===== src/hdl/rbep_pkg.sv =====
package rbep_pkg;

  localparam int unsigned CountW = 8;
  localparam int unsigned TimeW  = 32;
  localparam int unsigned CfgAddrW = 2;
  localparam int unsigned CfgDataW = 32;

  localparam logic [CountW-1:0] CountMax = '1;

  // register indexes on the configuration port
  localparam logic [CfgAddrW-1:0] REG_FAILS_PER_RESTART   = 2'd0;
  localparam logic [CfgAddrW-1:0] REG_RESTARTS_PER_REBOOT = 2'd1;
  localparam logic [CfgAddrW-1:0] REG_BASE_DELAY          = 2'd2;
  localparam logic [CfgAddrW-1:0] REG_MAX_DELAY           = 2'd3;

  localparam logic [CountW-1:0] FailsPerRestartRst   = 8'd3;
  localparam logic [CountW-1:0] RestartsPerRebootRst = 8'd2;
  localparam logic [TimeW-1:0]  BaseDelayRst         = 32'd1000;
  localparam logic [TimeW-1:0]  MaxDelayRst          = 32'd60000;

  typedef enum logic [1:0] {
    MODE_POLL         = 2'd0,
    MODE_CONNECTED    = 2'd1,
    MODE_FAILED       = 2'd2,
    MODE_DISCONNECTED = 2'd3
  } mode_e;

  typedef enum logic [1:0] {
    ACT_NONE    = 2'd0,
    ACT_CONNECT = 2'd1,
    ACT_RESTART = 2'd2,
    ACT_REBOOT  = 2'd3
  } action_e;

  typedef struct packed {
    logic [CountW-1:0] fails_per_restart;
    logic [CountW-1:0] restarts_per_reboot;
    logic [TimeW-1:0]  base_delay;
    logic [TimeW-1:0]  max_delay;
  } cfg_t;

endpackage


===== src/hdl/rbep_cfg.sv =====
module rbep_cfg
  import rbep_pkg::*;
(
  input  logic                clk_i,
  input  logic                rst_ni,
  input  logic                cfg_we_i,
  input  logic [CfgAddrW-1:0] cfg_addr_i,
  input  logic [CfgDataW-1:0] cfg_wdata_i,
  output cfg_t                cfg_o
);

  cfg_t cfg_q, cfg_d;

  always_comb begin
    cfg_d = cfg_q;
    if (cfg_we_i) begin
      unique case (cfg_addr_i)
        REG_FAILS_PER_RESTART:   cfg_d.fails_per_restart   = cfg_wdata_i[CountW-1:0];
        REG_RESTARTS_PER_REBOOT: cfg_d.restarts_per_reboot = cfg_wdata_i[CountW-1:0];
        REG_BASE_DELAY:          cfg_d.base_delay          = cfg_wdata_i[TimeW-1:0];
        REG_MAX_DELAY:           cfg_d.max_delay           = cfg_wdata_i[TimeW-1:0];
        default: ;
      endcase
    end
  end

  always_ff @(posedge clk_i or negedge rst_ni) begin
    if (!rst_ni) begin
      cfg_q.fails_per_restart   <= FailsPerRestartRst;
      cfg_q.restarts_per_reboot <= RestartsPerRebootRst;
      cfg_q.base_delay          <= BaseDelayRst;
      cfg_q.max_delay           <= MaxDelayRst;
    end else begin
      cfg_q <= cfg_d;
    end
  end

  assign cfg_o = cfg_q;

endmodule


===== src/hdl/rbep_core.sv =====
module rbep_core
  import rbep_pkg::*;
(
  input  logic             clk_i,
  input  logic             rst_ni,
  input  logic             step_i,
  input  mode_e            mode_i,
  input  logic [TimeW-1:0] now_time_i,
  input  cfg_t             cfg_i,
  output action_e          action_o
);

  logic              reboot_q, reboot_d;
  logic              link_up_q, link_up_d;
  logic              busy_q, busy_d;
  logic              dl_valid_q, dl_valid_d;
  logic [CountW-1:0] fail_cnt_q, fail_cnt_d;
  logic [CountW-1:0] rst_cnt_q, rst_cnt_d;
  logic [TimeW-1:0]  delay_q, delay_d;
  logic [TimeW-1:0]  next_time_q, next_time_d;
  logic [TimeW-1:0]  att_time_q, att_time_d;

  logic [TimeW-1:0]  diff;
  logic [TimeW:0]    doubled;
  logic [TimeW-1:0]  new_delay;
  logic [CountW-1:0] rst_cnt_inc;
  action_e           action;

  assign diff        = now_time_i - next_time_q;
  assign doubled     = {delay_q, 1'b0};
  assign rst_cnt_inc = (rst_cnt_q != CountMax) ? rst_cnt_q + 1'b1 : rst_cnt_q;

  // first failure loads the base uncapped; later ones double up to the ceiling
  always_comb begin
    if (delay_q == '0) begin
      new_delay = cfg_i.base_delay;
    end else if (doubled > {1'b0, cfg_i.max_delay}) begin
      new_delay = cfg_i.max_delay;
    end else begin
      new_delay = doubled[TimeW-1:0];
    end
  end

  always_comb begin
    reboot_d    = reboot_q;
    link_up_d   = link_up_q;
    busy_d      = busy_q;
    dl_valid_d  = dl_valid_q;
    fail_cnt_d  = fail_cnt_q;
    rst_cnt_d   = rst_cnt_q;
    delay_d     = delay_q;
    next_time_d = next_time_q;
    att_time_d  = att_time_q;
    action      = ACT_NONE;
    unique case (mode_i)
      MODE_POLL: begin
        if (reboot_q) begin
          action = ACT_REBOOT;
        end else if (link_up_q || busy_q) begin
          action = ACT_NONE;
        end else if (dl_valid_q && diff[TimeW-1]) begin
          action = ACT_NONE;
        end else if (fail_cnt_q >= cfg_i.fails_per_restart) begin
          fail_cnt_d  = '0;
          rst_cnt_d   = rst_cnt_inc;
          delay_d     = '0;
          next_time_d = '0;
          dl_valid_d  = 1'b0;
          if (rst_cnt_inc > cfg_i.restarts_per_reboot) begin
            reboot_d = 1'b1;
            action   = ACT_REBOOT;
          end else begin
            action = ACT_RESTART;
          end
        end else begin
          busy_d     = 1'b1;
          att_time_d = now_time_i;
          action     = ACT_CONNECT;
        end
      end
      MODE_CONNECTED: begin
        link_up_d   = 1'b1;
        busy_d      = 1'b0;
        reboot_d    = 1'b0;
        dl_valid_d  = 1'b0;
        fail_cnt_d  = '0;
        rst_cnt_d   = '0;
        delay_d     = '0;
        next_time_d = '0;
      end
      MODE_FAILED: begin
        busy_d      = 1'b0;
        fail_cnt_d  = (fail_cnt_q != CountMax) ? fail_cnt_q + 1'b1 : fail_cnt_q;
        delay_d     = new_delay;
        next_time_d = att_time_q + new_delay;
        dl_valid_d  = 1'b1;
      end
      MODE_DISCONNECTED: begin
        link_up_d   = 1'b0;
        busy_d      = 1'b0;
        dl_valid_d  = 1'b0;
        fail_cnt_d  = '0;
        delay_d     = '0;
        next_time_d = '0;
      end
      default: ;
    endcase
  end

  always_ff @(posedge clk_i or negedge rst_ni) begin
    if (!rst_ni) begin
      reboot_q    <= 1'b0;
      link_up_q   <= 1'b0;
      busy_q      <= 1'b0;
      dl_valid_q  <= 1'b0;
      fail_cnt_q  <= '0;
      rst_cnt_q   <= '0;
      delay_q     <= '0;
      next_time_q <= '0;
      att_time_q  <= '0;
    end else if (step_i) begin
      reboot_q    <= reboot_d;
      link_up_q   <= link_up_d;
      busy_q      <= busy_d;
      dl_valid_q  <= dl_valid_d;
      fail_cnt_q  <= fail_cnt_d;
      rst_cnt_q   <= rst_cnt_d;
      delay_q     <= delay_d;
      next_time_q <= next_time_d;
      att_time_q  <= att_time_d;
    end
  end

  assign action_o = action;

endmodule


===== src/hdl/retry_backoff_escalation_policy.sv =====
// Link recovery policy with capped exponential backoff.
// Input stream s_axis carries one event per transaction: mode in tdata[1:0]
// (poll, connected, connect failed, disconnected) and the millisecond time
// in tdata[33:2]. Every event gives exactly one output transaction on
// m_axis with the action in tdata[1:0]; non-poll events answer none.
// Configuration is a plain write port (cfg_we_i, cfg_addr_i, cfg_wdata_i),
// to be used only while no event is in flight.
// The input register takes the event, then the policy update runs from it
// into the result register, which drives m_axis_tvalid and m_axis_tdata.
// Throughput is one event per cycle while m_axis_tready stays high; the
// state update is a single pass of compares, a 33-bit doubling/cap and a
// 32-bit add between the registers.
// When the receiver stalls, the result register holds and the input
// register can still take one more event; s_axis_tready drops only while
// both hold data and m_axis_tready is low.
// Reset clears all policy state and both valids, and loads the default
// thresholds (3 failures, 2 restarts, 1000 ms base, 60000 ms ceiling).
module retry_backoff_escalation_policy
  import rbep_pkg::*;
(
  input  logic                clk_i,
  input  logic                rst_ni,
  input  logic                s_axis_tvalid,
  output logic                s_axis_tready,
  input  logic [39:0]         s_axis_tdata,  // [1:0] mode, [33:2] now_time
  output logic                m_axis_tvalid,
  input  logic                m_axis_tready,
  output logic [7:0]          m_axis_tdata,  // [1:0] action
  input  logic                cfg_we_i,
  input  logic [CfgAddrW-1:0] cfg_addr_i,
  input  logic [CfgDataW-1:0] cfg_wdata_i
);

  cfg_t             cfg;
  logic             in_valid_q;
  mode_e            in_mode_q;
  logic [TimeW-1:0] in_time_q;
  logic             out_valid_q;
  action_e          out_action_q;
  action_e          action;
  logic             advance;
  logic             step;

  assign advance       = !out_valid_q || m_axis_tready;
  assign step          = in_valid_q && advance;
  assign s_axis_tready = !in_valid_q || advance;

  always_ff @(posedge clk_i or negedge rst_ni) begin
    if (!rst_ni) begin
      in_valid_q  <= 1'b0;
      out_valid_q <= 1'b0;
    end else begin
      if (s_axis_tready) begin
        in_valid_q <= s_axis_tvalid;
      end
      if (advance) begin
        out_valid_q <= in_valid_q;
      end
    end
  end

  always_ff @(posedge clk_i) begin
    if (s_axis_tvalid && s_axis_tready) begin
      in_mode_q <= mode_e'(s_axis_tdata[1:0]);
      in_time_q <= s_axis_tdata[33:2];
    end
    if (step) begin
      out_action_q <= action;
    end
  end

  rbep_cfg u_cfg (
    .clk_i       (clk_i),
    .rst_ni      (rst_ni),
    .cfg_we_i    (cfg_we_i),
    .cfg_addr_i  (cfg_addr_i),
    .cfg_wdata_i (cfg_wdata_i),
    .cfg_o       (cfg)
  );

  rbep_core u_core (
    .clk_i      (clk_i),
    .rst_ni     (rst_ni),
    .step_i     (step),
    .mode_i     (in_mode_q),
    .now_time_i (in_time_q),
    .cfg_i      (cfg),
    .action_o   (action)
  );

  assign m_axis_tvalid = out_valid_q;
  assign m_axis_tdata  = {6'd0, out_action_q};

endmodule


===== config.mk =====
export PLATFORM = sky130hd
export DESIGN_NAME = retry_backoff_escalation_policy
export DESIGN_NICKNAME = d
export VERILOG_FILES = /design/src/hdl/rbep_pkg.sv /design/src/hdl/rbep_cfg.sv /design/src/hdl/rbep_core.sv /design/src/hdl/retry_backoff_escalation_policy.sv
export SDC_FILE = /design/constraint.sdc
export NUM_CORES = 1
export LEC_CHECK = 0
export ABC_AREA = 0
export ABC_CLOCK_PERIOD_IN_PS = 12300
export BUFFER_PORTS_ARGS = -buffer_cell sky130_fd_sc_hd__buf_4
export CORE_MARGIN = 2
export CORE_UTILIZATION = 50
export CTS_BUF_LIST = sky130_fd_sc_hd__clkbuf_4 sky130_fd_sc_hd__clkbuf_8
export CTS_CLUSTER_DIAMETER = 150
export CTS_CLUSTER_SIZE = 28
export DETAILED_ROUTE_END_ITERATION = 10
export GPL_ROUTABILITY_DRIVEN = 0
export PLACE_DENSITY_LB_ADDON = 0.3
export SLEW_MARGIN = 20
export SYNTH_ARGS = -nofsm -noshare
export SYNTH_HDL_FRONTEND = slang
export SYNTH_SLANG_ARGS = --single-unit

===== constraint.sdc =====
create_clock -name clk_i -period 12.3 [get_ports clk_i]
set_input_delay 1.845 -clock clk_i [delete_from_list [all_inputs] [get_ports clk_i]]
set_output_delay 1.845 -clock clk_i [all_outputs]
set_load 0.03 [all_outputs]

==> results.txt, run 1 <==
Worst Setup Path Type - flop to flop
Routed Antenna Nets - 0
Final hold viol count - 0
Initial antenna violation count - 0
Critical path launch point type - flop
Pwr Total - 3.14 mW
Num rows - 59
Slowest stage delay, CP - 0.59 ns
P_leak - 6.63 nW
PostCTS Resize Cnt - 0
M2 GR Usage - 0.359
Fin nets - 1465
DP Area - 0.0141 sq mm
Vias in the first global route - 9217
Fillers - 2307
Critical Path RT - 12.72 ns
Drt via density - 5.74
First-pass GRT wire length - 48.2 mm
Top delay family on crit path - simple AND/OR/NAND/NOR gates
Post-CTS Setup Bufs - 0
RSZ-0062 raised after global routing - no
Cell-by-cell trace of the critical path - inv_1 > ha_1 > nand4_1 > nor4_2 > and3_1 > a31oi_1 > nor2_4 > buf_4 > mux2i_1 > o21ai_1 > ha_1 > a21oi_1 > o21ai_0 > nor4_2 > nor3_1 > o211ai_1 > o2111ai_1 > xnor2_1 > a22o_1
Maxcap violations - 0
Largest net degree at the start of global routing - 129
Final WL - 29.0 mm
Sequential share of the synthesized area - 0.457
Synth unique cells - 76
EDFF count, synth - 36
Final setup margin - 6.67 ns
GR peak layer - met2
Area grow syn2layout - 8.22%
Clock insertion delay at the later pin of the skew report - 0.55 ns
# diodes - 0
Fin. max-slew vios - 0
Crit. End Element - flop
DR vias - 9224
IO Pins - 89
DRT Pass-1 Iters - 5
CTS buffer count - 12
Synth async-reset ratio - 0.846
IO Port Bufs - 76
CTS tree - built
Hpwl dp - 21.0 mm
Fmax - 0.178 GHz
YS warnings - 0
GR Overflow Total - 0
PwrDens - 219 mW/mm^2
Met3 usage - 0.0223
Routed len/inst - 18.0 microns
Initial Util - 0.508
Post-Synthesis Cell Area - 0.0132 sq mm
Die X-Extent - 167 microns
Setup Slack @ Placement - 6.76 ns
CP Max Fanout - 23
CP Buf/Inv Count - 2
Post-CTS Hold Buffers - 0
Drc violations - 0
Setup violators final - 0
Final period util - 0.458
Share of cells above drive strength 1 - 0.192
Die Y - 167 microns
CTS root buf - clkbuf_8
Fin area - 0.0143 sq mm
Met1 usage - 0.296
Max VDD drop - 0.000193 V
Avg Synthesized Cell Area - 11.0 sq um
Critical-path top delay cell - nor4_2
Post-synth top flop - dfrtp_1
Worst Clk Skew - 0.0672 ns
Clock-pin slew on the worst setup and hold paths - 0.16 ns
Overall routing resource usage - 0.212
Post-route minimum period - 5.63 ns
Post-Route Setup TNS - 0 ns
Core area - 0.0261 sq mm
Tightest Pin Transition - 1.01 ns
# H-tree levels - 1
Status - finished clean
Worst EP arrival - 6.05 ns
Rel. slew slack - 0.324
Die area - 0.0278 sq mm
Min-delay worst type - flop to flop
Clock Tree Buf Depth - 3
Clk sinks - 234
Flops & latches, synth - 234
Drt first-iter violations - 413
Post-Syn Instances - 1206
## synthesized netlist by cell type (4+ instances only)
| master | instances | share of area |
|---|---|---|
| dfrtp_1 | 182 | 0.34 |
| ha_1 | 117 | 0.11 |
| nand2_1 | 98 | 0.028 |
| mux2_2 | 94 | 0.080 |
| inv_1 | 86 | 0.024 |
| a21oi_1 | 68 | 0.026 |
| o21ai_0 | 61 | 0.023 |
| a22o_1 | 41 | 0.027 |
| nor2_1 | 40 | 0.011 |
| edfxtp_1 | 36 | 0.082 |
| mux2i_1 | 33 | 0.025 |
| o22ai_1 | 26 | 0.012 |
| nand3_1 | 23 | 0.0087 |
| a21o_1 | 20 | 0.011 |
| clkbuf_1 | 19 | 0.0054 |
| nor3_1 | 19 | 0.0072 |
| nand4_1 | 17 | 0.0080 |
| o21ai_1 | 17 | 0.0064 |
| dfstp_2 | 16 | 0.032 |
| xnor2_1 | 16 | 0.011 |
| xor2_1 | 15 | 0.0099 |
| nand2b_1 | 13 | 0.0061 |
| mux2_1 | 12 | 0.010 |
| buf_6 | 10 | 0.0085 |
| nor2b_1 | 10 | 0.0047 |
| nor4_1 | 10 | 0.0047 |
| o21a_1 | 8 | 0.0045 |
| buf_4 | 6 | 0.0034 |
| nor3b_1 | 5 | 0.0028 |
| o21bai_1 | 5 | 0.0028 |
| a211oi_1 | 4 | 0.0023 |
| a31oi_1 | 4 | 0.0019 |
| and3_1 | 4 | 0.0019 |
| buf_1 | 4 | 0.0011 |
| o211ai_1 | 4 | 0.0023 |
## layer usage
metal,share of wire,vias up
li1,-,4492
met1,0.46,4528
met2,0.48,170
met3,0.037,34
met4,0.021,0
met5,0,-
## cells in the final DEF, fill, tap and decap left out, types with 4 or more instances in the layout
master    count
dfrtp_1     182
ha_1        117
nand2_1      98
mux2_2       94
inv_1        86
buf_4        84
a21oi_1      68
o21ai_0      61
a22o_1       41
nor2_1       38
edfxtp_1     36
mux2i_1      33
o22ai_1      26
nand3_1      22
a21o_1       20
nor3_1       19
nand4_1      17
xnor2_1      16
o21ai_1      16
dfstp_2      16
xor2_1       15
nand2b_1     13
clkbuf_8     13
mux2_1       12
nor4_1       10
nor2b_1      10
o21a_1        8
conb_1        6
o21bai_1      5
nor3b_1       5
clkbuf_4      5
and3_1        4
a211oi_1      4
a31oi_1       4
o211ai_1      4
## path summary, 6_finish.rpt
path	startpoint	endpoint	slack, ns	cells after the start
min	in_time_q[28]	u_core.att_time_q[28]	0.48	1
max reg2reg	u_cfg.cfg_o[15]	u_core.next_time_q[31]	6.67	19
max	u_cfg.cfg_o[15]	u_core.next_time_q[31]	6.67	19
min reg2reg	in_time_q[28]	u_core.att_time_q[28]	0.48	1
max in group asynchronous	rst_ni	u_core.next_time_q[19]	9.42	2
min in group asynchronous	rst_ni	u_core.rst_cnt_q[0]	1.35	1
## final cells by class
class	count	area, sq um	share of cell area
multi-input cells	849	6650	0.464
inverters	86	323	0.0225
flip-flops and latches	234	6060	0.423
clock inverters	1	20.0	0.00140
clock buffers	18	216	0.0151
well taps	335	419	0.0292
repair buffers	85	646	0.0451
## kinds of logic (layout without fill, tap and decap cells)
family                   Yosys count  in the layout  synth area share
adder cells (fa/ha/maj)          118            118             0.112
XOR/XNOR                          31             31            0.0205
AO/OA/AOI/OAI                    295            295             0.151
other                              1              6          0.000283
buffers and inverters            128            190            0.0439
multiplexers                     139            139             0.115
AND/OR/NAND/NOR                  260            260            0.0997
flip-flops                       234            234             0.457
## report_power, final
part	internal, mW	switching, mW
Sequential	0.971	0.121
Clock	0.118	0.242
Combinational	0.700	0.988
## state kept, by name (all words and copies together), names as in the netlist
signal,flops
u_core.rst_cnt_q,8
in_mode_q,2
u_core.dl_valid_q,1
u_cfg.cfg_o,80
u_core.busy_q,1
u_core.att_time_q,32
in_valid_q,1
u_core.next_time_q,32
m_axis_tvalid,1
u_core.link_up_q,1
out_action_q,2
in_time_q,32
u_core.fail_cnt_q,8
u_core.delay_q,32
u_core.reboot_q,1
## stage by stage
stage               hold WS [ns]   util  cells
detailed placement         0.479  0.541   1589
floorplan                  0.457      -   1211
global placement           0.470  0.541   1589
global route               0.510  0.550   1608
CTS                        0.488  0.550   1608
finish                     0.479  0.550   1608
Power figures use the tool's default switching activity.
==> run 2: changes to the inputs <==
Settings changed: ABC_AREA 0 to 1, ABC_CLOCK_PERIOD_IN_PS 12300 to 5100.
Clock period 12.3 ns to 5.1 ns, I/O delays scaled along.
==> results.txt, run 2 <==
Clock Tree Buf Depth - 3 (unchanged)
Final Non-Filler Cells - 2099 (+31%)
DR vias - 11100 (+21%)
Routed Antenna Nets - 0 (unchanged)
Worst Clk Skew - 0.0414 ns (-0.0258 ns)
Routed len/inst - 14.8 microns (-18%)
Post-Syn Instances - 1698 (+41%)
Max VDD drop - 0.000301 V (+56%)
# H-tree levels - 1 (unchanged)
Post-synth top flop - dfrtp_1
Post-CTS Hold Buffers - 0 (unchanged)
Drt first-iter violations - 783 (+90%)
Vias in the first global route - 10500 (+14%)
Post-Synthesis Cell Area - 0.0136 sq mm (+2.7%)
First-pass GRT wire length - 51.5 mm (+6.9%)
Initial antenna violation count - 0 (unchanged)
YS warnings - 0 (unchanged)
Most frequent cells in the layout - nand2_1 (454), inv_1 (251), o21ai_0 (201)
DRT Pass-1 Iters - 5 (unchanged)
Share of cells above drive strength 1 - 0.0819 (-0.110)
PwrDens - 453 mW/mm^2 (+110%)
Max FFs per register - 80 (unchanged)
EDFF count, synth - 36 (unchanged)
Most frequent cell after synthesis - nand2_1
Fillers - 2511 (+8.8%)
PostCTS Resize Cnt - 0 (unchanged)
Cells after DPL - 2079 (+31%)
Top area cells in the synthesized netlist - dfrtp_1 (34%), nand2_1 (13%), ha_1 (11%), edfxtp_1 (8.0%), o21ai_0 (7.4%)
Final period util - 0.907 (+0.450)
Worst path most repeated cell - nand2_1
CTS buffer count - 12 (unchanged)
Register Area - 0.00606 sq mm (unchanged)
Overall routing resource usage - 0.221 (+0.00865)
Critical path launch point type - flop
Synth async-reset ratio - 0.846 (unchanged)
Fmax - 0.216 GHz (+22%)
Critical Path RT - 5.53 ns (-7.19 ns)
Setup violators final - 0 (unchanged)
R2r setup slk - 0.47 ns (-6.20 ns)
Die X-Extent - 169 microns (+1.3%)
Initial Util - 0.507 (-0.000902)
Sequential share of the synthesized area - 0.445 (-0.0119)
Die area - 0.0285 sq mm (+2.6%)
Area grow syn2layout - 8.15% (about the same)
Synth top area share - 0.335 (-0.00893)
P_leak - 7.66 nW (+16%)
Clk sinks - 234 (unchanged)
Reg2reg path depth - 27 (+8)
Area of the multi-input gates - 0.00634 sq mm (-4.7%)
Drc violations - 0 (unchanged)
Commonest cells in the synthesized netlist - nand2_1 (455), inv_1 (251), o21ai_0 (201)
Leading cell type in the layout, fill and taps excluded - nand2_1
Worst Setup Path Type - flop to flop
Drt via density - 5.31 (-7.4%)
CTS tree - built
Clock insertion delay at the later pin of the skew report - 0.54 ns (about the same)
Min-delay worst type - input port to asynchronous set/reset pin
Flops & latches, synth - 234 (unchanged)
Avg Synthesized Cell Area - 8.01 sq um (-27%)
Core area - 0.0268 sq mm (+2.8%)
Hpwl dp - 22.7 mm (+8.1%)
Status - finished clean
CTS root buf - clkbuf_8
Num rows - 60 (+1.7%)
Synth unique cells - 45 (-41%)
Slowest stage delay, CP - 0.56 ns (-0.03 ns)
Fin. max-slew vios - 0 (unchanged)
Final hold viol count - 0 (unchanged)
# diodes - 0 (unchanged)
Fin nets - 1949 (+33%)
Worst EP arrival - 5.06 ns (-0.99 ns)
Die Y - 169 microns (+1.3%)
Maxcap violations - 0 (unchanged)
Rel. slew slack - 0.369 (+0.0446)
Post-CTS Setup Bufs - 0 (unchanged)
GR Overflow Total - 0 (unchanged)
Post-Route Setup TNS - 0 ns (unchanged)
Critical-path top delay cell - dfstp_2
IO Port Bufs - 76 (unchanged)
Clock-pin slew on the worst setup and hold paths - 0.17 ns (about the same)
Crit. End Element - flop
RSZ-0062 raised after global routing - no
Post-route minimum period - 4.63 ns (-1.00 ns)
Largest area contributor in the netlist - dfrtp_1
CP Max Fanout - 27 (+17%)
Final WL - 31.0 mm (+7.1%)
IO Pins - 89 (unchanged)
Largest net degree at the start of global routing - 104 (-19%)
Tightest Pin Transition - 0.944 ns (-0.0664 ns)
[run 2: final cells by class]
class	instances	area share
multi-input combinational	1162	0.431
inverter	253	0.0646
tap	341	0.0290
sequential	234	0.412
clock inverter	1	0.00136
clock buffer	19	0.0152
timing repair buffer	89	0.0467
[run 2: path summary, 6_finish.rpt]
path	endpoint	startpoint
worst max-delay path	u_core.next_time_q[24]	u_cfg.cfg_o[11]
worst min-delay path	u_core.rst_cnt_q[0]	rst_ni
worst max register to register	u_core.next_time_q[24]	u_cfg.cfg_o[11]
worst min register to register	u_core.next_time_q[8]	u_core.next_time_q[8]
max in group asynchronous	u_core.att_time_q[28]	rst_ni
min in group clk_i	in_time_q[18]	s_axis_tdata[20]
[run 2: metrics by stage]
step                hold slack [ns]  total power, mW  utilization  instance area (sq um)  setup slack [ns]
floorplan                     0.442             4.90            -                  13600              1.59
global placement              0.455             5.66        0.539                  14500             0.695
detailed placement            0.460             5.77        0.539                  14500             0.602
CTS                           0.336             6.68        0.548                  14700             0.567
global route                  0.354             7.25        0.549                  14700            0.0672
finish                        0.315             6.66        0.549                  14700             0.472
[run 2: cells by family (layout without fill, tap and decap cells)]
family,count (synthesis),in the layout,synth area share
DFF,234,234,0.445
xor gates and xnor gates,12,12,0.00773
and+or+nand+nor,644,644,0.195
AOI/OAI and AO/OA,382,382,0.152
other,1,6,0.000276
buffers and inverters,307,362,0.0906
adders and majority gates,118,118,0.109
[run 2: layer usage]
layer  vias to the layer above  wire length, microns  track usage
met2                       258                 14300        0.368
li1                       5640                     -            -
met4                         0                   682       0.0558
met5                         -                     0            0
met3                        36                  1360       0.0224
met1                      5215                 14700        0.312
[run 2: worst max-delay path: cells and delay by family, from the launching register on]
family,cells,cell delay [ns]
AOI/OAI and AO/OA,5,0.58
adders and majority gates,2,0.66
buffers and inverters,6,0.77
DFF,1,0.56
and+or+nand+nor,14,1.97
[run 2: where the power goes]
| part | total [mW] | switching (mW) | leakage, nW | internal (mW) |
|---|---|---|---|---|
| combinational | 3.23 | 2.12 | 4.64 | 1.11 |
| sequential | 2.55 | 0.269 | 2.89 | 2.28 |
| clock | 0.885 | 0.591 | 0.131 | 0.294 |
| total | 6.66 | 2.98 | 7.66 | 3.68 |
==> run 3: changes to the inputs <==
Settings changed: ABC_AREA 1 to not set, CTS_BUF_LIST sky130_fd_sc_hd__clkbuf_4 sky130_fd_sc_hd__clkbuf_8 to not set.
==> results.txt, run 3 (synthesis gave the netlist of run 1 again) <==
Sequential share of power - 0.322 (-0.061)
Vias in the first global route - 9424 (-10%)
First-pass GRT wire length - 48.8 mm (-5.3%)
P_int - 4.73 mW (+28%)
Largest net degree at the start of global routing - 110 (+5.8%)
Tightest Pin Transition - 1.07 ns (+0.127 ns)
Pwr Total - 8.17 mW (+23%)
Reg-to-reg critical path startpoint - u_cfg.cfg_o[11]
Max FFs per register - 80 (unchanged)
Psw - 3.44 mW (+15%)
Worst EP arrival - 5.16 ns (+0.10 ns)
Leading cell type in the layout, fill and taps excluded - dfrtp_1
Clock Tree Buf Depth - 3 (unchanged)
Final period util - 0.940 (+0.0331)
Max VDD drop - 0.000444 V (+48%)
Fin area - 0.0147 sq mm (+0.20%)
P_leak - 6.84 nW (-11%)
Crit. End Element - flop
Post-CTS Hold Buffers - 0 (unchanged)
Fmax - 0.208 GHz (-3.5%)
IO Port Bufs - 76 (unchanged)
Post-route minimum period - 4.80 ns (+0.169 ns)
Sw Ratio - 0.421 (-0.0261)
DR vias - 9438 (-15%)
Min-delay worst type - input port to asynchronous set/reset pin
Fin nets - 1489 (-24%)
Rel. slew slack - 0.286 (-0.0832)
Clock insertion delay at the later pin of the skew report - 0.50 ns (-0.04 ns)
PwrDens - 555 mW/mm^2 (+22%)
Slowest stage delay, CP - 0.55 ns (about the same)
Final WL - 29.7 mm (-4.2%)
Die Y - 167 microns (-1.3%)
Cell-by-cell trace of the critical path - inv_1 > ha_1 > nand4_1 > nor4_4 > a21boi_0 > a21boi_2 > nor2_4 > buf_4 > mux2i_1 > o21ai_1 > buf_4 > fa_1 > nand3_1 > a2111oi_4 > nor3_2 > nor3_4 > a21o_1 > a21oi_1 > mux2i_1 > o211ai_1
Top delay family on crit path - simple AND/OR/NAND/NOR gates
Area grow syn2layout - 11.2%
Final hold viol count - 0 (unchanged)
RSZ-0062 raised after global routing - no
Critical-path top delay cell - dfstp_2
RR Endpoint - u_core.next_time_q[30]
Hpwl dp - 21.6 mm (-4.9%)
Num rows - 59 (-1.7%)
Clk sinks - 234 (unchanged)
Hold WS - 0.346 ns (+0.0315 ns)
Die area - 0.0278 sq mm (-2.5%)
Clock-pin slew on the worst setup and hold paths - 0.11 ns (-0.06 ns)
Clock share of power - 0.136 (+0.003)
Fin. max-slew vios - 0 (unchanged)
DRT Pass-1 Iters - 5 (unchanged)
DP Area - 0.0143 sq mm (-1.3%)
Maxcap violations - 0 (unchanged)
Final Non-Filler Cells - 1633 (-22%)
Initial antenna violation count - 0 (unchanged)
IO Pins - 89 (unchanged)
Reg2reg path depth - 20 (-26%)
Setup Slack @ Placement - -0.00703 ns (-0.609 ns)
Initial Util - 0.508 (+0.000902)
Core area - 0.0261 sq mm (-2.8%)
Drt first-iter violations - 471 (-40%)
Routed len/inst - 18.2 microns (+23%)
CTS root buf - clkbuf_16
Die X-Extent - 167 microns (-1.3%)
Drc violations - 0 (unchanged)
CTS tree - built
GR Overflow Total - 0 (unchanged)
# H-tree levels - 1 (unchanged)
Critical path launch point type - flop
Final setup margin - 0.303 ns (-0.169 ns)
Cells after DPL - 1612 (-22%)
Worst Setup Path Type - flop to flop
Final Core Density - 0.565 (+0.0167)
Share of cells above drive strength 1 - 0.209 (+0.127)
Overall routing resource usage - 0.215 (-0.00627)
Worst Clk Skew - 0.0287 ns (-0.0127 ns)
CP Buf/Inv Count - 3 (-3)
Critical Path RT - 5.46 ns (-0.07 ns)
Status - finished clean
CTS buffer count - 12 (unchanged)
Setup violators final - 0 (unchanged)
Combinational fraction of design power - 0.542 (+0.057)
Routed Antenna Nets - 0 (unchanged)
CP Max Fanout - 7 (-74%)
# diodes - 0 (unchanged)
Post-Route Setup TNS - 0 ns (unchanged)
Most frequent cells in the layout - dfrtp_1 (182), ha_1 (117), buf_4 (106)
R2r setup slk - 0.30 ns (-0.17 ns)
Drt via density - 5.78 (+8.8%)
-- run 3: cell count changes in the layout (fill, tap and decap cells not counted), moves of 26 or more --
cell / before / now
nand2_1: 454 / 98
inv_1: 251 / 86
o21ai_0: 201 / 52
mux2_2: 0 / 94
nor2_1: 87 / 38
a22o_1: 0 / 41
mux2i_1: 0 / 33
o211ai_1: 32 / 4
o22ai_1: 0 / 26
-- run 3: timing repair --
action / CTS / global route
endpoints found under the setup margin: 1 / 13
gates resized for setup: 1 / 22
pin swaps: 0 / 3
buffers inserted: 0 / 1
-- run 3: cell type report --
type	instances	area [sq um]
Clock buffer	19	348
Clock inverter	1	20.0
Fill cell	2231	11300
Inverter	86	323
Multi-Input combinational cell	849	6720
Sequential cell	234	6060
Tap cell	335	419
Timing Repair Buffer	109	845
-- run 3: power by group through the flow --
stage,Sequential [mW],Combinational [mW],Clock (mW)
floorplan,2.57,3.18,0
global placement,2.66,4.17,0
detailed placement,2.67,4.27,0
CTS,2.64,4.31,1.14
global route,2.69,4.94,1.20
finish,2.63,4.43,1.11
-- run 3: per-layer routing --
metal | wire (microns) | global-route usage
met1 | 13600 | 0.297
met2 | 14200 | 0.360
met4 | 841 | 0.0618
met5 | 0 | 0
met3 | 1050 | 0.0231
-- run 3: worst max-delay path by stage --
stage	from	to	slack, ns	cells after the start
global route	u_core.delay_q[27]	u_core.next_time_q[31]	0.02	19
global placement	u_cfg.cfg_o[15]	u_core.next_time_q[30]	0.22	19
detailed placement	u_cfg.cfg_o[15]	u_core.next_time_q[30]	-0.007	19
CTS	u_cfg.cfg_o[15]	u_core.next_time_q[30]	0.04	19
floorplan	u_cfg.cfg_o[15]	u_core.next_time_q[23]	0.81	19
finish	u_cfg.cfg_o[11]	u_core.next_time_q[30]	0.30	20
